$ cat config.mk
export PLATFORM = sky130hd
export DESIGN_NAME = framed_message_check_and_convert
export DESIGN_NICKNAME = d
export VERILOG_FILES = /design/src/sv/fmcc_pkg.sv /design/src/sv/fmcc_front.sv /design/src/sv/fmcc_queue.sv /design/src/sv/fmcc_back.sv /design/src/sv/framed_message_check_and_convert.sv
export SDC_FILE = /design/constraint.sdc
export NUM_CORES = 1
export LEC_CHECK = 0
export ABC_AREA = 1
export BUFFER_PORTS_ARGS = -buffer_cell sky130_fd_sc_hd__buf_2
export CORE_ASPECT_RATIO = 1.25
export CORE_UTILIZATION = 50
export CTS_CLUSTER_SIZE = 24
export DETAILED_ROUTE_END_ITERATION = 8
export PLACE_DENSITY = 0.67
export SKIP_LAST_GASP = 1
export SYNTH_ARGS = -nofsm -noshare
export SYNTH_HDL_FRONTEND = slang
export SYNTH_SLANG_ARGS = --single-unit
$ cat constraint.sdc
create_clock -name clk -period 5 [get_ports clk]
set_input_delay 0.5 -clock clk [delete_from_list [all_inputs] [get_ports clk]]
set_output_delay 0.5 -clock clk [all_outputs]
set_load 0.01 [all_outputs]
$ cat src/sv/fmcc_pkg.sv
// Shared types, constants and the CRC-8 byte step for the frame checker.
package fmcc_pkg;

    localparam int FRAME_LEN      = 5;
    localparam int BUFFER_LEN_DEF = 16;
    localparam int QUEUE_DEPTH    = 2;
    localparam int CHECK_INDEX    = 4;
    localparam int RUN_LEN        = 2 * FRAME_LEN;

    localparam logic [7:0] CRC_POLY   = 8'h31;
    localparam logic [7:0] CRC_INIT   = 8'hFF;
    localparam logic [7:0] CHECK_MASK = 8'h7F;

    localparam logic [7:0] HDR_FIRST_RST  = 8'hFF;
    localparam logic [7:0] HDR_SECOND_RST = 8'h02;
    localparam logic [7:0] HDR_THIRD_RST  = 8'h14;

    // configuration register indexes
    localparam logic [1:0] REG_HDR_FIRST  = 2'd0;
    localparam logic [1:0] REG_HDR_SECOND = 2'd1;
    localparam logic [1:0] REG_HDR_THIRD  = 2'd2;

    // five received bytes of a frame that passed its check
    typedef struct packed {
        logic [FRAME_LEN-1:0][7:0] bytes;
    } frame_job_t;

    typedef struct packed {
        logic [7:0] first;
        logic [7:0] second;
        logic [7:0] third;
    } header_t;

    // one byte through the CRC-8: MSB first, no reflection
    function automatic logic [7:0] crc8_byte(input logic [7:0] crc, input logic [7:0] data);
        logic [7:0] acc;
        acc = crc ^ data;
        for (int b = 0; b < 8; b++) begin
            if (acc[7])
                acc = {acc[6:0], 1'b0} ^ CRC_POLY;
            else
                acc = {acc[6:0], 1'b0};
        end
        return acc;
    endfunction

endpackage

$ cat src/sv/fmcc_front.sv
// Front end: stores received bytes, tracks write position, checks frames.
module fmcc_front
    import fmcc_pkg::*;
#(
    parameter int BUFFER_LEN = BUFFER_LEN_DEF
)
(
    input  logic       clk,
    input  logic       rst_n,
    input  logic       in_valid,
    output logic       in_stall,
    input  logic [7:0] rx_byte,
    input  logic       q_full,
    output logic       push,
    output frame_job_t push_job
);

    localparam int POS_W = $clog2(BUFFER_LEN);

    logic [POS_W-1:0]          pos_reg;
    logic [POS_W-1:0]          pos_next;
    logic [FRAME_LEN-1:0][7:0] store_reg;
    logic [FRAME_LEN-1:0][7:0] store_next;
    logic [POS_W-1:0]          pos_base;
    logic [POS_W:0]            pos_inc;
    logic                      wrap;
    logic [7:0]                check;
    logic                      hit;
    logic                      accept;

    assign in_stall = q_full;
    assign accept   = in_valid && !in_stall;

    always_comb
    begin
        pos_base = rx_byte[7] ? '0 : pos_reg;
        pos_inc  = {1'b0, pos_base} + (POS_W+1)'(1);
        wrap     = pos_inc >= (POS_W+1)'(BUFFER_LEN);

        for (int i = 0; i < FRAME_LEN; i++) begin
            store_next[i] = (pos_base == POS_W'(i)) ? rx_byte : store_reg[i];
        end

        check = '0;
        for (int i = 0; i < CHECK_INDEX; i++) begin
            check = check ^ store_next[i];
        end
        check = check & CHECK_MASK;

        hit = !wrap && (pos_inc >= (POS_W+1)'(FRAME_LEN))
              && (check == store_next[CHECK_INDEX]);

        if (hit || wrap)
            pos_next = '0;
        else
            pos_next = pos_inc[POS_W-1:0];
    end

    assign push           = accept && hit;
    assign push_job.bytes = store_next;

    always_ff @(posedge clk or negedge rst_n)
    begin
        if (!rst_n)
            pos_reg <= '0;
        else if (accept)
            pos_reg <= pos_next;
    end

    // frame bytes carry no reset; each is written before it can be checked
    always_ff @(posedge clk)
    begin
        if (accept)
            store_reg <= store_next;
    end

endmodule

$ cat src/sv/fmcc_queue.sv
// Short queue of checked frames between front and back.
module fmcc_queue
    import fmcc_pkg::*;
(
    input  logic       clk,
    input  logic       rst_n,
    input  logic       push,
    input  frame_job_t push_job,
    input  logic       pop,
    output logic       full,
    output logic       not_empty,
    output frame_job_t head_job
);

    localparam int PTR_W = (QUEUE_DEPTH > 1) ? $clog2(QUEUE_DEPTH) : 1;
    localparam int CNT_W = $clog2(QUEUE_DEPTH + 1);

    frame_job_t             mem_reg [QUEUE_DEPTH];
    logic [PTR_W-1:0]       wr_ptr_reg;
    logic [PTR_W-1:0]       rd_ptr_reg;
    logic [CNT_W-1:0]       count_reg;

    assign full      = count_reg == CNT_W'(QUEUE_DEPTH);
    assign not_empty = count_reg != '0;
    assign head_job  = mem_reg[rd_ptr_reg];

    function automatic logic [PTR_W-1:0] ptr_inc(input logic [PTR_W-1:0] p);
        if (p == PTR_W'(QUEUE_DEPTH - 1))
            return '0;
        else
            return p + PTR_W'(1);
    endfunction

    always_ff @(posedge clk or negedge rst_n)
    begin
        if (!rst_n) begin
            wr_ptr_reg <= '0;
            rd_ptr_reg <= '0;
            count_reg  <= '0;
        end
        else begin
            if (push)
                wr_ptr_reg <= ptr_inc(wr_ptr_reg);
            if (pop)
                rd_ptr_reg <= ptr_inc(rd_ptr_reg);
            if (push && !pop)
                count_reg <= count_reg + CNT_W'(1);
            else if (pop && !push)
                count_reg <= count_reg - CNT_W'(1);
        end
    end

    always_ff @(posedge clk)
    begin
        if (push)
            mem_reg[wr_ptr_reg] <= push_job;
    end

endmodule

$ cat src/sv/fmcc_back.sv
// Back end: plays out echo and converted frame, folding the CRC as it goes.
module fmcc_back
    import fmcc_pkg::*;
(
    input  logic       clk,
    input  logic       rst_n,
    input  logic       not_empty,
    input  frame_job_t head_job,
    input  header_t    hdr,
    output logic       pop,
    output logic       out_valid,
    input  logic       out_stall,
    output logic [7:0] out_byte,
    output logic       to_serial,
    output logic       last_of_run
);

    localparam int IDX_W = $clog2(RUN_LEN);

    logic [IDX_W-1:0] idx_reg;
    logic [7:0]       crc_reg;
    logic             valid_reg;
    logic [7:0]       byte_reg;
    logic             serial_reg;
    logic             last_reg;
    logic             advance;
    logic             load;
    logic [7:0]       sel_byte;
    logic [7:0]       conv3;

    assign advance = !valid_reg || !out_stall;
    assign load    = advance && not_empty;
    assign pop     = load && (idx_reg == IDX_W'(RUN_LEN - 1));
    assign conv3   = {head_job.bytes[2][0] | head_job.bytes[3][7], head_job.bytes[3][6:0]};

    always_comb
    begin
        sel_byte = crc_reg;
        if (idx_reg < IDX_W'(FRAME_LEN))
            sel_byte = head_job.bytes[idx_reg[$clog2(FRAME_LEN)-1:0]];
        else if (idx_reg == IDX_W'(FRAME_LEN))
            sel_byte = hdr.first;
        else if (idx_reg == IDX_W'(FRAME_LEN + 1))
            sel_byte = hdr.second;
        else if (idx_reg == IDX_W'(FRAME_LEN + 2))
            sel_byte = hdr.third;
        else if (idx_reg == IDX_W'(FRAME_LEN + 3))
            sel_byte = conv3;
    end

    always_ff @(posedge clk or negedge rst_n)
    begin
        if (!rst_n) begin
            idx_reg   <= '0;
            valid_reg <= 1'b0;
        end
        else if (advance) begin
            valid_reg <= not_empty;
            if (load)
                idx_reg <= pop ? '0 : idx_reg + IDX_W'(1);
        end
    end

    always_ff @(posedge clk)
    begin
        if (load) begin
            byte_reg   <= sel_byte;
            serial_reg <= idx_reg >= IDX_W'(FRAME_LEN);
            last_reg   <= idx_reg == IDX_W'(RUN_LEN - 1);
            if (idx_reg == '0)
                crc_reg <= CRC_INIT;
            else if (idx_reg >= IDX_W'(FRAME_LEN) && idx_reg < IDX_W'(RUN_LEN - 1))
                crc_reg <= crc8_byte(crc_reg, sel_byte);
        end
    end

    assign out_valid   = valid_reg;
    assign out_byte    = byte_reg;
    assign to_serial   = serial_reg;
    assign last_of_run = last_reg;

endmodule

$ cat src/sv/framed_message_check_and_convert.sv
// Top level of the framed message checker and converter.
// Received bytes enter one per cycle on the rx channel while in_stall is low. A
// byte with bit 7 set restarts a frame; bytes land at a write position that wraps
// at BUFFER_LEN, and once five are held byte 4 is checked against the 7-bit
// XOR of bytes 0..3. A passing frame is queued (two frames deep) and the back
// end then sends ten transactions on the out channel: the five received bytes
// as an echo (to_serial = 0), then three header bytes, bit 0 of byte 2 joined
// to byte 3, and a CRC-8 (poly 0x31, init 0xFF) over those four (to_serial = 1,
// last_of_run on the tenth). Input takes one byte per cycle until the frame
// queue is full; output runs one byte per cycle while out_stall is low, so
// under a stream of valid frames the input is held back by the output byte
// sequencer. Header registers are to be written via the cfg port (index 0..2,
// others ignored) only while the block is idle; the block does not enforce it.
module framed_message_check_and_convert
    import fmcc_pkg::*;
#(
    parameter int BUFFER_LEN = BUFFER_LEN_DEF
)
(
    input  logic       clk,
    input  logic       rst_n,
    // received bytes
    input  logic       in_valid,
    output logic       in_stall,
    input  logic [7:0] rx_byte,
    // emitted bytes
    output logic       out_valid,
    input  logic       out_stall,
    output logic [7:0] out_byte,
    output logic       to_serial,
    output logic       last_of_run,
    // header register writes
    input  logic       cfg_valid,
    output logic       cfg_ready,
    input  logic [1:0] cfg_index,
    input  logic [7:0] cfg_data
);

    header_t    hdr_reg;
    logic       q_full;
    logic       q_not_empty;
    logic       push;
    logic       pop;
    frame_job_t push_job;
    frame_job_t head_job;

    // header registers always take a write
    assign cfg_ready = 1'b1;

    always_ff @(posedge clk or negedge rst_n)
    begin
        if (!rst_n) begin
            hdr_reg.first  <= HDR_FIRST_RST;
            hdr_reg.second <= HDR_SECOND_RST;
            hdr_reg.third  <= HDR_THIRD_RST;
        end
        else if (cfg_valid && cfg_ready) begin
            case (cfg_index)
                REG_HDR_FIRST:  hdr_reg.first  <= cfg_data;
                REG_HDR_SECOND: hdr_reg.second <= cfg_data;
                REG_HDR_THIRD:  hdr_reg.third  <= cfg_data;
                default:        ;
            endcase
        end
    end

    // front: store, position, check
    fmcc_front #(
        .BUFFER_LEN (BUFFER_LEN)
    ) u_front (
        .clk      (clk),
        .rst_n    (rst_n),
        .in_valid (in_valid),
        .in_stall (in_stall),
        .rx_byte  (rx_byte),
        .q_full   (q_full),
        .push     (push),
        .push_job (push_job)
    );

    // checked frames waiting for the back end
    fmcc_queue u_queue (
        .clk       (clk),
        .rst_n     (rst_n),
        .push      (push),
        .push_job  (push_job),
        .pop       (pop),
        .full      (q_full),
        .not_empty (q_not_empty),
        .head_job  (head_job)
    );

    // back: ten-byte run per frame, registered output
    fmcc_back u_back (
        .clk         (clk),
        .rst_n       (rst_n),
        .not_empty   (q_not_empty),
        .head_job    (head_job),
        .hdr         (hdr_reg),
        .pop         (pop),
        .out_valid   (out_valid),
        .out_stall   (out_stall),
        .out_byte    (out_byte),
        .to_serial   (to_serial),
        .last_of_run (last_of_run)
    );

endmodule

---- Word level (Yosys, flattened, before mapping) ----
Memory sizes are Yosys's and may differ from the RTL's.
Cells that the tools add are included.
word-level totals
  output and inout bits ................... 13
  memories kept ........................... 1
  register bits ........................... 95
  RAM bits ................................ 80
operators by class
  add/subtract/negate cells ............... 6
  muxes and demuxes ....................... 51
  bitwise operators ....................... 13
  equality and inequality tests ........... 13
  $lt $le $gt $ge ......................... 6
  reductions and logical operators ........ 28
memory list
  memory           words  width  rd ports  clocked after memory_dff  write ports  RTL line          source
  u_queue.mem_reg  2      40     1         0                         1            fmcc_queue.sv:18  frame_job_t mem_reg [QUEUE_DEPTH];
operator list
  kind                 number
  $mux 8               33
  $mux 6               8
  $bmux 8 s3           1
  $not 3->3            8
  $xor 7x7->7          3
  $eq 4x3->1 const B   4
  $mux 4               3
  $reduce_and 2->1     5
  $logic_and 1x1->1    9
  $eq 4x2->1 const B   2
  $eq 4x4->1 const B   2
  $eq 7x8->1           1
  $logic_not 4->1      2
  $xor 8x8->8          1
  $logic_not 1->1      6
  $reduce_bool 2->1    3
  $add 4x1->5 const B  1
  $ge 5x3->1 const B   1
  $ge 5x5->1 const B   1
  $add 4x1->4 const B  1
  $eq 2x2->1 const B   2
  $eq 4x1->1 const B   1
  $ge 4x3->1 const B   1
  $lt 3x4->1 const B   1
  other kinds (11)     17

---- Longest topological paths before layout ----
An unclocked memory read counts as a cell.
  depth after elaboration ................. 46
  depth in mapped cells ................... 21

---- Modules after synthesis ----
A second synthesis with hierarchy kept.
second synthesis, totals
  cell total of the unflattened synthesis .. 1043
  area, all modules ....................... 9661.8 sq um
by module, submodules not included
  module                            instances  cells each  sequential area each (sq um)  area an instance (sq um)
  fmcc_queue                        1          150         2502.4                        3296.9
  fmcc_front                        1          421         1301.2                        3039.2
  fmcc_back                         1          363         665.6                         2249.7
  framed_message_check_and_convert  1          109         614.3                         1076.0

---- Worst setup path after synthesis ----
Ideal clock, no wire load.
  path type ............................... input to register
  start point ............................. in rx_byte[7]
  end point ............................... mem u_queue.mem_reg[1][0] (netlist name), enable pin
  cell stages on the path ................. 12
  library setup time ...................... 0.438 ns
  buffers on the path ..................... 1
  setup slack ............................. 0.924 ns
  arrival time ............................ 3.639 ns
  cell sequence ........................... inv_2 > nand2_1 > nor2_1 > nand2_1 > buf_2 > o21ai_0 > inv_1 > nand2_1 > nand3b_1 > nor2_4 > nand3_2 > nor2_1
RTL lines
  element      RTL line                                source
  from (decl)  framed_message_check_and_convert.sv:25  input logic [7:0] rx_byte,
  to (decl)    fmcc_queue.sv:18

==> flow_metrics.tcl <==
set metrics [dict create \
    grt_start_max_net_pins 38 \
    setup-violations-final 0 \
    yosys.area_share.simple 0.277 \
    grt_pass1_vias 6690 \
    cts_tree "yes" \
    cts_buffers 17 \
    first_pass_iters 5 \
    hp-class "input port to asynchronous set/reset pin" \
    required_ns 5.10 \
    chipHeight_um 153 \
    syn_nets 1134 \
    slew-limit-headroom 0.369 \
    slew_violations 0 \
    p_leak_nw 4.80 \
    drtIter0Drc 390 \
    ioPinCount 36 \
    cap_violations 0 \
    fill_cells 1636 \
    synth_top_family_by_area "simple AND/OR/NAND/NOR gates" \
    synth-compound-area-share 0.0716 \
    ys_seq_elements 175 \
    finalNetCount 1163 \
    regToRegSetupSlack_ns 1.18 \
    clk_pin_slew_ns 0.07 \
    tns_ns 0 \
    grt_pass1_wl_mm 32.7 \
    tightest_slew_ns 0.946 \
    overflow 0 \
    ir_drop_v 0.000355 \
    multi_input_area_um2 3300 \
    drive_gt1_frac 0.102 \
    cp_max_fo 27 \
    area_growth_pct 9.90 \
    fin_crit_ns 3.82 \
    clock-sinks 175 \
    io_buffers 34 \
    vias 7064 \
    diodes 0 \
    cts-resized-gates 0 \
    place_hpwl_mm 14.5 \
    path_class "register to register" \
    postCtsSetupBuffers 0 \
    wirelength_mm 20.3 \
    synth_top_area_frac 0.453 \
    die_width_um 123 \
    clock_skew_ns 0.00822 \
    synth_xor_area_frac 0.00287 \
    synth_area_leaders "edfxtp_1, nand2_1, dfrtp_1" \
    endpoint_kind "register" \
    cts_hold_buf 0 \
    core_area_um2 17700 \
    final_antenna_net_count 0 \
    seq_area_um2 5080 \
    globalplace.congestion 0.942 \
    worstSkewPairLatency_ns 0.44 \
    ys_seq_area_frac 0.556 \
    syn_inst 1105 \
    antenna_found_initial 0 \
    grt_use_total 0.231 \
    fmax_mhz 262 \
    drcViolationCount 0 \
    viasPerCell 5.16 \
    whs_ns 0.210 \
    wl_per_cell_um 14.8 \
    finalHoldViolCount 0 \
    largest_register_ff_count 80 \
    fin_crit_sh 0.765 \
    netlist_area_um2 9140 \
    start_util 0.516 \
    r2r_cells 14 \
    arrival_ns 3.92 \
    synthAdderAreaFrac 0.00821 \
    h-tree-depth 4 \
    status "complete, no violations" \
    cellPowerDensity_nw_per_um2 663 \
    synthMuxAreaShare 0 \
    ys_warn_count 0 \
    yosysTopAreaCell "edfxtp_1" \
    critPathLaunchType "register" \
    ys_types 40 \
    row_count 54 \
    design.die.area_um2 18800 \
    cts_root_buffer "clkbuf_16" \
    syn_avg_cell_area_um2 8.27 \
    ctsLongestPathBuffers 2 \
    rsz0062_at_grt "false" \
]
Yosys cell counts:
master,instances
nand4_1,2
conb_1,1
or2_2,1
o21a_1,1
o21ai_2,6
nor2_1,39
clkinv_1,1
a21oi_1,13
o21ai_1,37
inv_1,148
nor3_4,1
buf_4,6
nand2_1,464
buf_1,1
xnor2_1,1
and2_1,1
nor4_1,1
edfxtp_1,138
nand3b_1,4
o21ai_4,1
a31oi_1,2
dfstp_2,11
nor3_1,1
nand3_1,79
inv_2,9
o21ai_0,56
xor2_1,2
nor2_4,4
buf_2,11
nand2_4,2
nor2_2,2
ha_1,6
nand3_2,4
clkbuf_1,7
dfrtp_1,26
nand2_2,6
o22ai_1,2
buf_6,4
a21boi_0,3
or2_1,1
where the power goes:
group | leakage (nW) | total, W | internal, W | switching (W)
sequential | 1.71 | 0.00229 | 0.00210 | 0.000195
combinational | 2.81 | 0.00303 | 0.000904 | 0.00213
clock | 0.281 | 0.00133 | 0.000745 | 0.000588
final cells by class:
cell class / instances / area share
flip-flops and latches: 175 / 0.506
multi-input cells: 743 / 0.328
inverters: 158 / 0.0590
clock buffers: 18 / 0.0427
well taps: 224 / 0.0279
repair buffers: 39 / 0.0207
clock inverters: 13 / 0.0154
layer usage:
metal  vias up  global-route usage  wire, um
li1       3582                   -         -
met1      3272               0.277      8630
met2       166               0.400     10300
met3        44              0.0373       720
met4         0               0.109       630
met5         -                   0         0
path summary, 6_finish.rpt:
| check | startpoint | to |
|---|---|---|
| worst max register to register | u_front.pos_reg[3] | u_queue.mem_reg[1][24] |
| worst min-delay path | rst_n | hdr_reg[15] |
| worst max-delay path | u_front.pos_reg[3] | u_queue.mem_reg[1][24] |
| worst min register to register | u_queue.wr_ptr_reg | u_queue.wr_ptr_reg |
| max in group asynchronous | rst_n | u_back.out_valid |
| min in group clk | out_stall | u_back.out_valid |
metrics by stage:
| step | util | setup WS, ns | std cells | total power, W | area, um^2 |
|---|---|---|---|---|---|
| detailed placement | 0.534 | 1.23 | 1339 | 0.00532 | 9460 |
| global placement | 0.534 | 1.30 | 1339 | 0.00525 | 9460 |
| global route | 0.568 | 0.849 | 1370 | 0.00720 | 10000 |
| floorplan | - | 0.924 | 1105 | 0.00456 | 9140 |
| CTS | 0.568 | 1.19 | 1370 | 0.00667 | 10000 |
| finish | 0.568 | 1.18 | 1370 | 0.00666 | 10000 |
placed cells by master (no fill, tap or decap), types with 9 or more instances in the layout:
cell       count
a21oi_1       13
buf_2         34
clkbuf_16     17
dfrtp_1       26
dfstp_2       11
edfxtp_1     138
inv_1        148
inv_2          9
nand2_1      464
nand3_1       79
nor2_1        38
o21ai_0       56
o21ai_1       37
critical path, cell delays in order, from the launching register on:
cell     delay [ns]
dfrtp_1        0.44
o21ai_4        0.46
nand2_2        0.44
o21ai_1        0.54
nand2_1        0.10
nand2_1        0.10
nand3_1        0.08
nand3_1        0.08
nand2_1        0.06
inv_2          0.04
nand2_1        0.08
nor2_4         0.14
nand3_2        0.12
nor2_4         0.38
buf_4          0.41
kinds of logic after synthesis:
kind of cell / after synthesis
AO/OA/AOI/OAI: 121
adder cells (fa/ha/maj): 6
flip-flops: 175
AND/OR/NAND/NOR: 612
other: 1
buffers and inverters: 187
XOR/XNOR: 3
(Power assumes the default switching activity.)
